<file path="src/hdl/nll_pkg.sv">
`default_nettype none

package nll_pkg;

  // field and datapath widths
  localparam int unsigned SAMPLE_W = 16;
  localparam int unsigned FB_W     = 15;
  localparam int unsigned GAIN_W   = 15;
  localparam int unsigned STAGE_W  = 32;
  localparam int unsigned DRV_W    = 17;  // tanh result, signed
  localparam int unsigned DIFF_W   = 18;  // difference of two tanh values
  localparam int unsigned ARG_W    = 34;  // feedback-corrected input, signed
  localparam int unsigned MULA_W   = 32;
  localparam int unsigned PROD_W   = MULA_W + DIFF_W;
  localparam int unsigned MAG_W    = PROD_W - 1;
  localparam int unsigned QMAG_W   = 33;
  localparam int unsigned QUO_W    = QMAG_W + 1;

  // cutoff / 3 as (cutoff * ceil(2^17 / 3)) >> 17, exact over 16 bits
  localparam logic signed [DIFF_W-1:0] RECIP_THIRD = 18'sd43691;
  localparam int unsigned               RECIP_SHIFT = 17;

  // 2^k - 1 divisors
  localparam logic [MAG_W-1:0] DEN_NARROW = MAG_W'(32767);
  localparam logic [MAG_W-1:0] DEN_WIDE   = MAG_W'(65535);

  localparam int unsigned TANH_ENTRIES = 256;

  localparam logic [15:0] TANH_ROM [TANH_ENTRIES] = '{
    16'h0000,16'h0266,16'h04CD,16'h0733,16'h0998,16'h0BFE,16'h0E62,16'h10C7,
    16'h132A,16'h158C,16'h17EE,16'h1A4E,16'h1CAE,16'h1F0C,16'h2168,16'h23C4,
    16'h261D,16'h2875,16'h2ACB,16'h2D20,16'h2F72,16'h31C2,16'h3410,16'h365C,
    16'h38A5,16'h3AED,16'h3D31,16'h3F73,16'h41B2,16'h43EF,16'h4629,16'h485F,
    16'h4A93,16'h4CC4,16'h4EF1,16'h511C,16'h5343,16'h5567,16'h5787,16'h59A4,
    16'h5BBD,16'h5DD3,16'h5FE5,16'h61F3,16'h63FE,16'h6604,16'h6807,16'h6A06,
    16'h6C01,16'h6DF8,16'h6FEB,16'h71DA,16'h73C5,16'h75AC,16'h778E,16'h796C,
    16'h7B46,16'h7D1C,16'h7EEE,16'h80BB,16'h8284,16'h8448,16'h8608,16'h87C4,
    16'h897C,16'h8B2F,16'h8CDD,16'h8E87,16'h902D,16'h91CE,16'h936B,16'h9504,
    16'h9698,16'h9827,16'h99B2,16'h9B39,16'h9CBB,16'h9E39,16'h9FB3,16'hA128,
    16'hA298,16'hA405,16'hA56D,16'hA6D1,16'hA830,16'hA98B,16'hAAE2,16'hAC34,
    16'hAD82,16'hAECC,16'hB012,16'hB154,16'hB292,16'hB3CB,16'hB500,16'hB631,
    16'hB75F,16'hB888,16'hB9AD,16'hBACE,16'hBBEB,16'hBD05,16'hBE1A,16'hBF2C,
    16'hC03A,16'hC144,16'hC24A,16'hC34D,16'hC44C,16'hC547,16'hC63F,16'hC733,
    16'hC824,16'hC911,16'hC9FA,16'hCAE1,16'hCBC3,16'hCCA3,16'hCD7F,16'hCE58,
    16'hCF2E,16'hD000,16'hD0CF,16'hD19B,16'hD264,16'hD32A,16'hD3ED,16'hD4AD,
    16'hD56A,16'hD623,16'hD6DB,16'hD78F,16'hD840,16'hD8EF,16'hD99B,16'hDA44,
    16'hDAEA,16'hDB8E,16'hDC2F,16'hDCCE,16'hDD6A,16'hDE03,16'hDE9A,16'hDF2F,
    16'hDFC1,16'hE051,16'hE0DE,16'hE16A,16'hE1F2,16'hE279,16'hE2FE,16'hE380,
    16'hE400,16'hE47E,16'hE4FA,16'hE574,16'hE5EB,16'hE661,16'hE6D5,16'hE747,
    16'hE7B7,16'hE825,16'hE891,16'hE8FC,16'hE964,16'hE9CB,16'hEA30,16'hEA93,
    16'hEAF5,16'hEB55,16'hEBB4,16'hEC10,16'hEC6B,16'hECC5,16'hED1D,16'hED74,
    16'hEDC9,16'hEE1C,16'hEE6E,16'hEEBF,16'hEF0E,16'hEF5C,16'hEFA9,16'hEFF4,
    16'hF03E,16'hF087,16'hF0CE,16'hF114,16'hF159,16'hF19D,16'hF1DF,16'hF221,
    16'hF261,16'hF2A0,16'hF2DE,16'hF31B,16'hF357,16'hF391,16'hF3CB,16'hF404,
    16'hF43B,16'hF472,16'hF4A8,16'hF4DD,16'hF510,16'hF543,16'hF575,16'hF5A6,
    16'hF5D7,16'hF606,16'hF634,16'hF662,16'hF68F,16'hF6BB,16'hF6E6,16'hF711,
    16'hF73B,16'hF764,16'hF78C,16'hF7B3,16'hF7DA,16'hF800,16'hF826,16'hF84A,
    16'hF86F,16'hF892,16'hF8B5,16'hF8D7,16'hF8F9,16'hF91A,16'hF93A,16'hF95A,
    16'hF979,16'hF997,16'hF9B6,16'hF9D3,16'hF9F0,16'hFA0D,16'hFA29,16'hFA44,
    16'hFA5F,16'hFA79,16'hFA93,16'hFAAD,16'hFAC6,16'hFADF,16'hFAF7,16'hFB0E,
    16'hFB26,16'hFB3C,16'hFB53,16'hFB69,16'hFB7F,16'hFB94,16'hFBA9,16'hFBFF
  };

  // controller states
  typedef enum logic [3:0] {
    ST_IDLE,
    ST_GAIN,
    ST_FB_MUL,
    ST_FB_START,
    ST_FB_WAIT,
    ST_STG_MUL,
    ST_STG_START,
    ST_STG_WAIT,
    ST_DRIVE,
    ST_EMIT
  } nll_state_e;

  typedef enum logic [1:0] {
    STG_ONE,
    STG_TWO,
    STG_THREE,
    STG_FOUR
  } nll_stage_e;

  typedef enum logic [1:0] {
    MUL_CUTOFF,
    MUL_FEEDBACK,
    MUL_STAGE
  } nll_mul_e;

  typedef struct packed {
    logic       load_in;   // capture the input word
    logic       mul_en;    // load product register
    nll_mul_e   mul_sel;
    logic       gain_en;   // take cutoff / 3 from the product
    logic       div_start;
    logic       div_wide;  // divide by 65535, else 32767
    logic       fb_take;   // quotient is the feedback term
    logic       stg_take;  // quotient is a stage increment
    logic       drive_en;  // refresh the next stage's drive
    nll_stage_e stage;
    logic       emit;      // load the output register
  } nll_cmd_t;

  typedef struct packed {
    logic div_done;
    logic out_full;  // output word waiting and not taken this cycle
  } nll_sts_t;

  // tanh by table, index |v| >> 8 saturated, mirrored by sign
  function automatic logic signed [DRV_W-1:0] tanh_lookup(input logic signed [ARG_W-1:0] v);
    logic [ARG_W-1:0]         mag;
    logic [7:0]               idx;
    logic signed [DRV_W-1:0]  t;
    mag = v[ARG_W-1] ? $unsigned(-v) : $unsigned(v);
    idx = (|mag[ARG_W-1:16]) ? 8'hFF : mag[15:8];
    t   = $signed({1'b0, TANH_ROM[idx]});
    return (v > 0) ? t : -t;
  endfunction

endpackage

`default_nettype wire

</file>
<file path="src/hdl/nll_ctrl.sv">
`default_nettype none

module nll_ctrl (
  input  wire logic               clk_i,
  input  wire logic               rst_ni,
  input  wire logic               in_valid_i,
  output logic                    in_ready_o,
  output nll_pkg::nll_cmd_t       cmd_o,
  input  wire nll_pkg::nll_sts_t  sts_i
);
  import nll_pkg::*;

  nll_state_e state_q, state_d;
  nll_stage_e stage_q, stage_d;

  // next state
  always_comb begin
    state_d = state_q;
    unique case (state_q)
      ST_IDLE:      if (in_valid_i) state_d = ST_GAIN;
      ST_GAIN:      state_d = ST_FB_MUL;
      ST_FB_MUL:    state_d = ST_FB_START;
      ST_FB_START:  state_d = ST_FB_WAIT;
      ST_FB_WAIT:   if (sts_i.div_done) state_d = ST_STG_MUL;
      ST_STG_MUL:   state_d = ST_STG_START;
      ST_STG_START: state_d = ST_STG_WAIT;
      ST_STG_WAIT: begin
        if (sts_i.div_done) begin
          state_d = (stage_q == STG_FOUR) ? ST_EMIT : ST_DRIVE;
        end
      end
      ST_DRIVE:     state_d = ST_STG_MUL;
      ST_EMIT:      if (!sts_i.out_full) state_d = ST_IDLE;
      default:      state_d = ST_IDLE;
    endcase
  end

  // stage pointer
  always_comb begin
    stage_d = stage_q;
    if (state_q == ST_FB_WAIT) begin
      stage_d = STG_ONE;
    end else if (state_q == ST_DRIVE) begin
      unique case (stage_q)
        STG_ONE:   stage_d = STG_TWO;
        STG_TWO:   stage_d = STG_THREE;
        STG_THREE: stage_d = STG_FOUR;
        STG_FOUR:  stage_d = STG_FOUR;
      endcase
    end
  end

  // commands
  always_comb begin
    cmd_o           = '0;
    cmd_o.mul_sel   = MUL_STAGE;
    cmd_o.stage     = stage_q;
    in_ready_o      = 1'b0;
    unique case (state_q)
      ST_IDLE: begin
        in_ready_o    = 1'b1;
        cmd_o.load_in = in_valid_i;
      end
      ST_GAIN: begin
        cmd_o.mul_en  = 1'b1;
        cmd_o.mul_sel = MUL_CUTOFF;
      end
      ST_FB_MUL: begin
        cmd_o.gain_en = 1'b1;
        cmd_o.mul_en  = 1'b1;
        cmd_o.mul_sel = MUL_FEEDBACK;
      end
      ST_FB_START: begin
        cmd_o.div_start = 1'b1;
      end
      ST_FB_WAIT: begin
        cmd_o.fb_take = sts_i.div_done;
      end
      ST_STG_MUL: begin
        cmd_o.mul_en = 1'b1;
      end
      ST_STG_START: begin
        cmd_o.div_start = 1'b1;
        cmd_o.div_wide  = 1'b1;
      end
      ST_STG_WAIT: begin
        cmd_o.stg_take = sts_i.div_done;
      end
      ST_DRIVE: begin
        cmd_o.drive_en = 1'b1;
      end
      ST_EMIT: begin
        cmd_o.emit = ~sts_i.out_full;
      end
      default: begin
        cmd_o = '0;
      end
    endcase
  end

  always_ff @(posedge clk_i or negedge rst_ni) begin
    if (!rst_ni) begin
      state_q <= ST_IDLE;
      stage_q <= STG_ONE;
    end else begin
      state_q <= state_d;
      stage_q <= stage_d;
    end
  end

endmodule

`default_nettype wire

</file>
<file path="config.mk">
export PLATFORM = sky130hd
export DESIGN_NAME = nll_ctrl
export DESIGN_NICKNAME = d
export VERILOG_FILES = /design/src/hdl/nll_pkg.sv /design/src/hdl/nll_ctrl.sv
export SDC_FILE = /design/constraint.sdc
export NUM_CORES = 1
export LEC_CHECK = 0
export ABC_AREA = 1
export BUFFER_PORTS_ARGS = -buffer_cell sky130_fd_sc_hd__buf_2
export CORE_AREA = 10 10 47 49
export DETAILED_ROUTE_END_ITERATION = 8
export DIE_AREA = 0 0 57 59
export PLACE_DENSITY = 0.64
export SLEW_MARGIN = 20
export SYNTH_ARGS = -nofsm -noshare
export SYNTH_HDL_FRONTEND = slang
export SYNTH_SLANG_ARGS = --single-unit
</file>
<file path="constraint.sdc">
create_clock -name clk_i -period 1.4 [get_ports clk_i]
set_clock_uncertainty 0.05 [all_clocks]
set_input_delay 0.14 -clock clk_i [delete_from_list [all_inputs] [get_ports clk_i]]
set_output_delay 0.14 -clock clk_i [all_outputs]
set_load 0.05 [all_outputs]
</file>
==> flow_metrics.env, run 1 <==
export IMPL_htree_levels=1
export IMPL_drc=0
export IMPL_drtAntennaViolNets=0
export IMPL_area_growth_pct=116
export IMPL_fin_crit_sh=1.08
export IMPL_setup_ws_ns=-0.119
export IMPL_setup_viol_count_final=13
export IMPL_drive_gt1_frac=0.720
export IMPL_gr_usage_met1=0.0944
export IMPL_max_slew_margin=0.862
export IMPL_synth_adder_area_share=0
export IMPL_core_um2=1400
export IMPL_critical_path_max_stage_delay_ns=0.45
export IMPL_synth_simple_area_share=0.466
export IMPL_syn_inst=76
export IMPL_hp_class="input port to register"
export IMPL_fin_area_um2=1050
export IMPL_use_met2=0.177
export IMPL_antennaDiodeCount=0
export IMPL_cts_inserted_buffers=3
export IMPL_cts_tree="done"
export IMPL_synth_mux_area_frac=0
export IMPL_grt_pass1_vias=621
export IMPL_synth_fp_nets=81
export IMPL_io_pins=19
export IMPL_num_vias=657
export IMPL_die_w_um=57
export IMPL_outcome="complete, but fails checks"
export IMPL_slew_violations=0
export IMPL_clkTransAtPathRegs_ns=0.04
export IMPL_synth_warning_count=0
export IMPL_synth_top_family_by_area="simple AND/OR/NAND/NOR gates"
export IMPL_synth_distinct_cells=18
export IMPL_hold_violations=0
export IMPL_rsz0062_at_grt="true"
export IMPL_violations="setup timing"
export IMPL_cp_slowest_cell="dfrtp_2"
export IMPL_cts_root_buf="clkbuf_4"
export IMPL_grt_met3_usage=0.0472
export IMPL_numClockSinks=6
export IMPL_clock_fmax_mhz=658
export IMPL_place_congestion=0.922
export IMPL_cpMostUsedCell="buf_6"
export IMPL_grt_pass1_wl_um=2690
export IMPL_fillCellCount=107
export IMPL_wl_um=1900
export IMPL_synth_compound_area_frac=0.0979
export IMPL_post_dp_hpwl_um=1140
export IMPL_start_kind="register"
export IMPL_die_h_um=59
export IMPL_synth_seq_area_share=0.309
export IMPL_rows=14
export IMPL_busiest_layer="met2"
export IMPL_crit_family="flip-flops"
export IMPL_synth_seq_cells=6
export IMPL_clk_path_buf_depth=2
export IMPL_period_minus_slack_ns=1.52
export IMPL_antenna_found_initial=0
export IMPL_viasPerCell=4.90
export IMPL_grt_max_degree=7
export IMPL_wl_per_cell_um=14.2
export IMPL_path_class="register to output pin"
export IMPL_syn_area_um2=485
export IMPL_grt_usage=0.0983
export IMPL_crit_path_end_kind="output pin"
export IMPL_port_buffers=18
export IMPL_tightest_slew_ns=0.205
export IMPL_synth_xor_area_frac=0.0180
export IMPL_nNetsFinal=125
export IMPL_crit_chain="buf_6 > nor2_4 > nand2_2 > nor2_2 > buf_6"
export IMPL_dp_cells=118
export IMPL_drt_iter0_drc=16
export IMPL_required_ns=1.21
export IMPL_dieArea_um2=3360
export IMPL_dr_pass1_iters=4
export IMPL_drv_cap=0
export IMPL_setup_tns_ns=-0.746
export IMPL_crit_path_max_fanout=5
export IMPL_path_buf_inv=2
export IMPL_avgSynthCellArea_um2=6.39
export IMPL_clk_latency_ns=0.23
export IMPL_cp_arrival_ns=1.33
export IMPL_start_util=0.346
export IMPL_placed_area_um2=716
export IMPL_gr_total_overflow=0
export IMPL_fin_cells=134
-- synth_stat cells --
library cell / instances / share of area
inv_2: 5 / 0.039
o22ai_1: 2 / 0.026
nand2_2: 2 / 0.026
nor2_1: 13 / 0.10
nor4_1: 1 / 0.013
nand2_4: 1 / 0.023
nand3_1: 1 / 0.010
o21ai_0: 5 / 0.052
nor3_1: 1 / 0.010
inv_1: 9 / 0.070
nor2_4: 1 / 0.023
nand2_1: 19 / 0.15
dfrtp_1: 6 / 0.31
nand3_2: 3 / 0.062
o21ai_1: 2 / 0.021
nand4_1: 1 / 0.013
nor2_2: 3 / 0.039
xnor2_1: 1 / 0.018
-- cells by family after synthesis --
family | Yosys count
AO/OA/AOI/OAI | 9
XOR/XNOR | 1
buffers and inverters | 14
flip-flops | 6
AND/OR/NAND/NOR | 46
-- layout make-up --
type	instances	area, µm²	share of cell area
Clock buffer	3	22.5	0.0215
Inverter	14	57.6	0.0549
Multi-Input combinational cell	56	429	0.409
Sequential cell	6	155	0.148
Tap cell	16	20.0	0.0191
Timing Repair Buffer	39	364	0.347
-- final timing paths --
path	slack [ns]	from	cells past startpoint	end
hold / removal	0.09	sts_i[1]	2	state_q[1]
hold reg to reg	0.50	stage_q[1]	2	stage_q[0]
setup reg to reg	-0.02	state_q[2]	9	state_q[0]
max in group asynchronous	0.95	rst_ni	2	state_q[2]
min in group asynchronous	0.20	rst_ni	2	stage_q[0]
setup / recovery	-0.12	state_q[3]	5	cmd_o[4]
-- per-layer routing --
| metal | routed length (µm) | share of wire |
|---|---|---|
| met2 | 990 | 0.52 |
| met5 | 0 | 0 |
| met4 | 89 | 0.047 |
| met3 | 180 | 0.095 |
| met1 | 642 | 0.34 |
-- cell usage in the layout, fill, tap and decap left out, types with 3 or more instances in the layout --
master / n
nand2_2: 5
buf_4: 15
nor2_1: 4
buf_6: 17
inv_2: 7
clkbuf_4: 3
dfrtp_2: 4
nor2_2: 5
nand2_4: 4
inv_1: 5
nand2_1: 12
buf_2: 4
o21ai_1: 4
nor2_4: 8
-- flip-flops by register name, summed over array words and instances, names as in the netlist --
| register | flops |
|---|---|
| state_q | 4 |
| stage_q | 2 |
-- through the flow --
| step | hold WS, ns | setup WS, ns | util |
|---|---|---|---|
| floorplan | -0.206 | -0.272 | - |
| global placement | -0.0871 | 0.0338 | 0.511 |
| detailed placement | -0.0831 | 0.0304 | 0.511 |
| CTS | 0.0771 | -0.0929 | 0.654 |
| global route | 0.0967 | -0.192 | 0.748 |
| finish | 0.0942 | -0.119 | 0.748 |
-- worst reg2reg max path: stages, from the launching register on --
cell	delay [ns]
dfrtp_2	0.45
nor2_4	0.18
buf_6	0.13
buf_4	0.10
buf_4	0.10
nand3_4	0.07
nand2_1	0.06
nor2_1	0.05
nand2_1	0.06
nand2_1	0.05
-- repair_timing --
item / CTS / global route
setup buffers: 5 / 7
pin swaps: 4 / 9
hold buffers: 1 / 0
setup endpoints to repair: 14 / 14
resized for setup: 49 / 18
hold endpoints to repair: 6 / 0
Power of run 1 is left out: the tool's default activity adds up to more than one toggle a clock period on the data nets, which glitch-free logic cannot reach.
==> run 2, diff against run 1 <==
CTS_BUF_LIST = sky130_fd_sc_hd__clkbuf_16   (was unset)
==> run 2 against run 1 <==
  * The run still ends with setup timing left
  * Setup slack improved by 0.018 ns
  * Die area did not move
  * Global-route usage fell by 0.52 points
  * Critical path depth did not move
  * Via count fell by 2.3%
  * Sequential share of layout area fell by 0.070 points
  * Critical path type unchanged
==> flow_metrics.env, run 2 (same netlist as run 1, synthesis figures left out) <==
export IMPL_dp_cells=118
export IMPL_grt_usage=0.0931
export IMPL_required_ns=1.21
export IMPL_rows=14
export IMPL_rsz0062_at_grt="true"
export IMPL_grt_max_degree=7
export IMPL_port_buffers=18
export IMPL_clk_latency_ns=0.22
export IMPL_gr_total_overflow=0
export IMPL_outcome="complete, but fails checks"
export IMPL_grt_pass1_wl_um=2630
export IMPL_slew_violations=0
export IMPL_grt_pass1_vias=597
export IMPL_start_kind="register"
export IMPL_crit_path_end_kind="output pin"
export IMPL_final_common_cell="buf_6"
export IMPL_setup_ws_ns=-0.101
export IMPL_antennaDiodeCount=0
export IMPL_violations="setup timing"
export IMPL_cts_root_buf="clkbuf_16"
export IMPL_post_dp_hpwl_um=1140
export IMPL_clkTransAtPathRegs_ns=0.03
export IMPL_drc=0
export IMPL_drt_iter0_drc=13
export IMPL_nNetsFinal=123
export IMPL_fin_crit_sh=1.07
export IMPL_die_h_um=59
export IMPL_start_util=0.346
export IMPL_fin_cells=132
export IMPL_final_util=0.752
export IMPL_die_w_um=57
export IMPL_drv_cap=0
export IMPL_setup_viol_count_final=10
export IMPL_period_minus_slack_ns=1.50
export IMPL_drive_gt1_frac=0.707
export IMPL_clk_path_buf_depth=2
export IMPL_numClockSinks=6
export IMPL_wl_um=1740
export IMPL_place_congestion=0.922
export IMPL_htree_levels=1
export IMPL_drtAntennaViolNets=0
export IMPL_cts_tree="done"
export IMPL_area_growth_pct=117
export IMPL_path_class="register to output pin"
export IMPL_core_um2=1400
export IMPL_top_regs="state_q x4, stage_q x2"
export IMPL_hp_class="input port to register"
export IMPL_viasPerCell=4.86
export IMPL_hold_violations=0
export IMPL_cp_arrival_ns=1.31
export IMPL_dr_pass1_iters=4
export IMPL_dieArea_um2=3360
export IMPL_max_slew_margin=0.860
export IMPL_antenna_found_initial=0
export IMPL_cts_inserted_buffers=3
export IMPL_crit_path_max_fanout=5
export IMPL_largest_reg_flops=4
export IMPL_num_vias=642
export IMPL_mostFrequentLayoutCells="18 x buf_6, 13 x nand2_1, 13 x buf_4"
export IMPL_tightest_slew_ns=0.209
export IMPL_wl_per_cell_um=13.1
export IMPL_io_pins=19
export IMPL_place_ws_ns=0.0304
export IMPL_largest_register="state_q"
export IMPL_clock_fmax_mhz=666
[run 2: changes by cell type in the layout (fill, tap and decap cells not counted), sizes merged]
cell | previous run | this run
buf | 38 | 36
[run 2: path summary, 6_finish.rpt]
kind / from / slack (ns) / cells after the start / end
setup / recovery: state_q[3] / -0.10 / 5 / cmd_o[4]
hold / removal: sts_i[1] / 0.11 / 2 / state_q[1]
setup reg to reg: state_q[3] / 0.04 / 8 / state_q[0]
hold reg to reg: stage_q[1] / 0.49 / 2 / stage_q[0]
max in group asynchronous: rst_ni / 0.92 / 2 / state_q[2]
min in group asynchronous: rst_ni / 0.22 / 2 / state_q[0]
[run 2: cell type report]
cell class | instances | area (µm²)
flip-flops and latches | 6 | 155
clock buffers | 3 | 75.1
fillers | 108 | 348
repair buffers | 37 | 345
well taps | 16 | 20.0
inverters | 14 | 57.6
multi-input cells | 56 | 400
[run 2: metrics by stage]
step	instance area [µm²]	TNS [ns]	hold WS [ns]
floorplan	546	-0.511	-0.206
global placement	716	0	-0.0871
detailed placement	716	0	-0.0831
CTS	953	-0.329	0.103
global route	1050	-1.18	0.124
finish	1050	-0.501	0.106
[run 2: what timing repair did]
action                     4_1_cts  5_1_grt
gates resized for setup         45       16
hold buffers                     1        0
gates cloned                     0        0
pin swaps                        3        8
hold endpoints to repair         6        0
buffers inserted                 5        5
setup endpoints to repair       14       14
[run 2: worst max-delay path: stages, from the launching register on]
cell and delay, ns:
dfrtp_2 0.45, buf_6 0.14, nor2_4 0.14, nand2_2 0.08, nor2_2 0.12, buf_6 0.16
[run 2: per-layer routing]
layer  global-route usage  up-vias  routed length [µm]
met5                    0        -                   0
met4               0.0201        0                   0
met3               0.0408        0                 142
met2                0.177       17                 908
met1               0.0907      304                 684
li1                     -      321                   -
Power of run 2 is left out for the same reason.
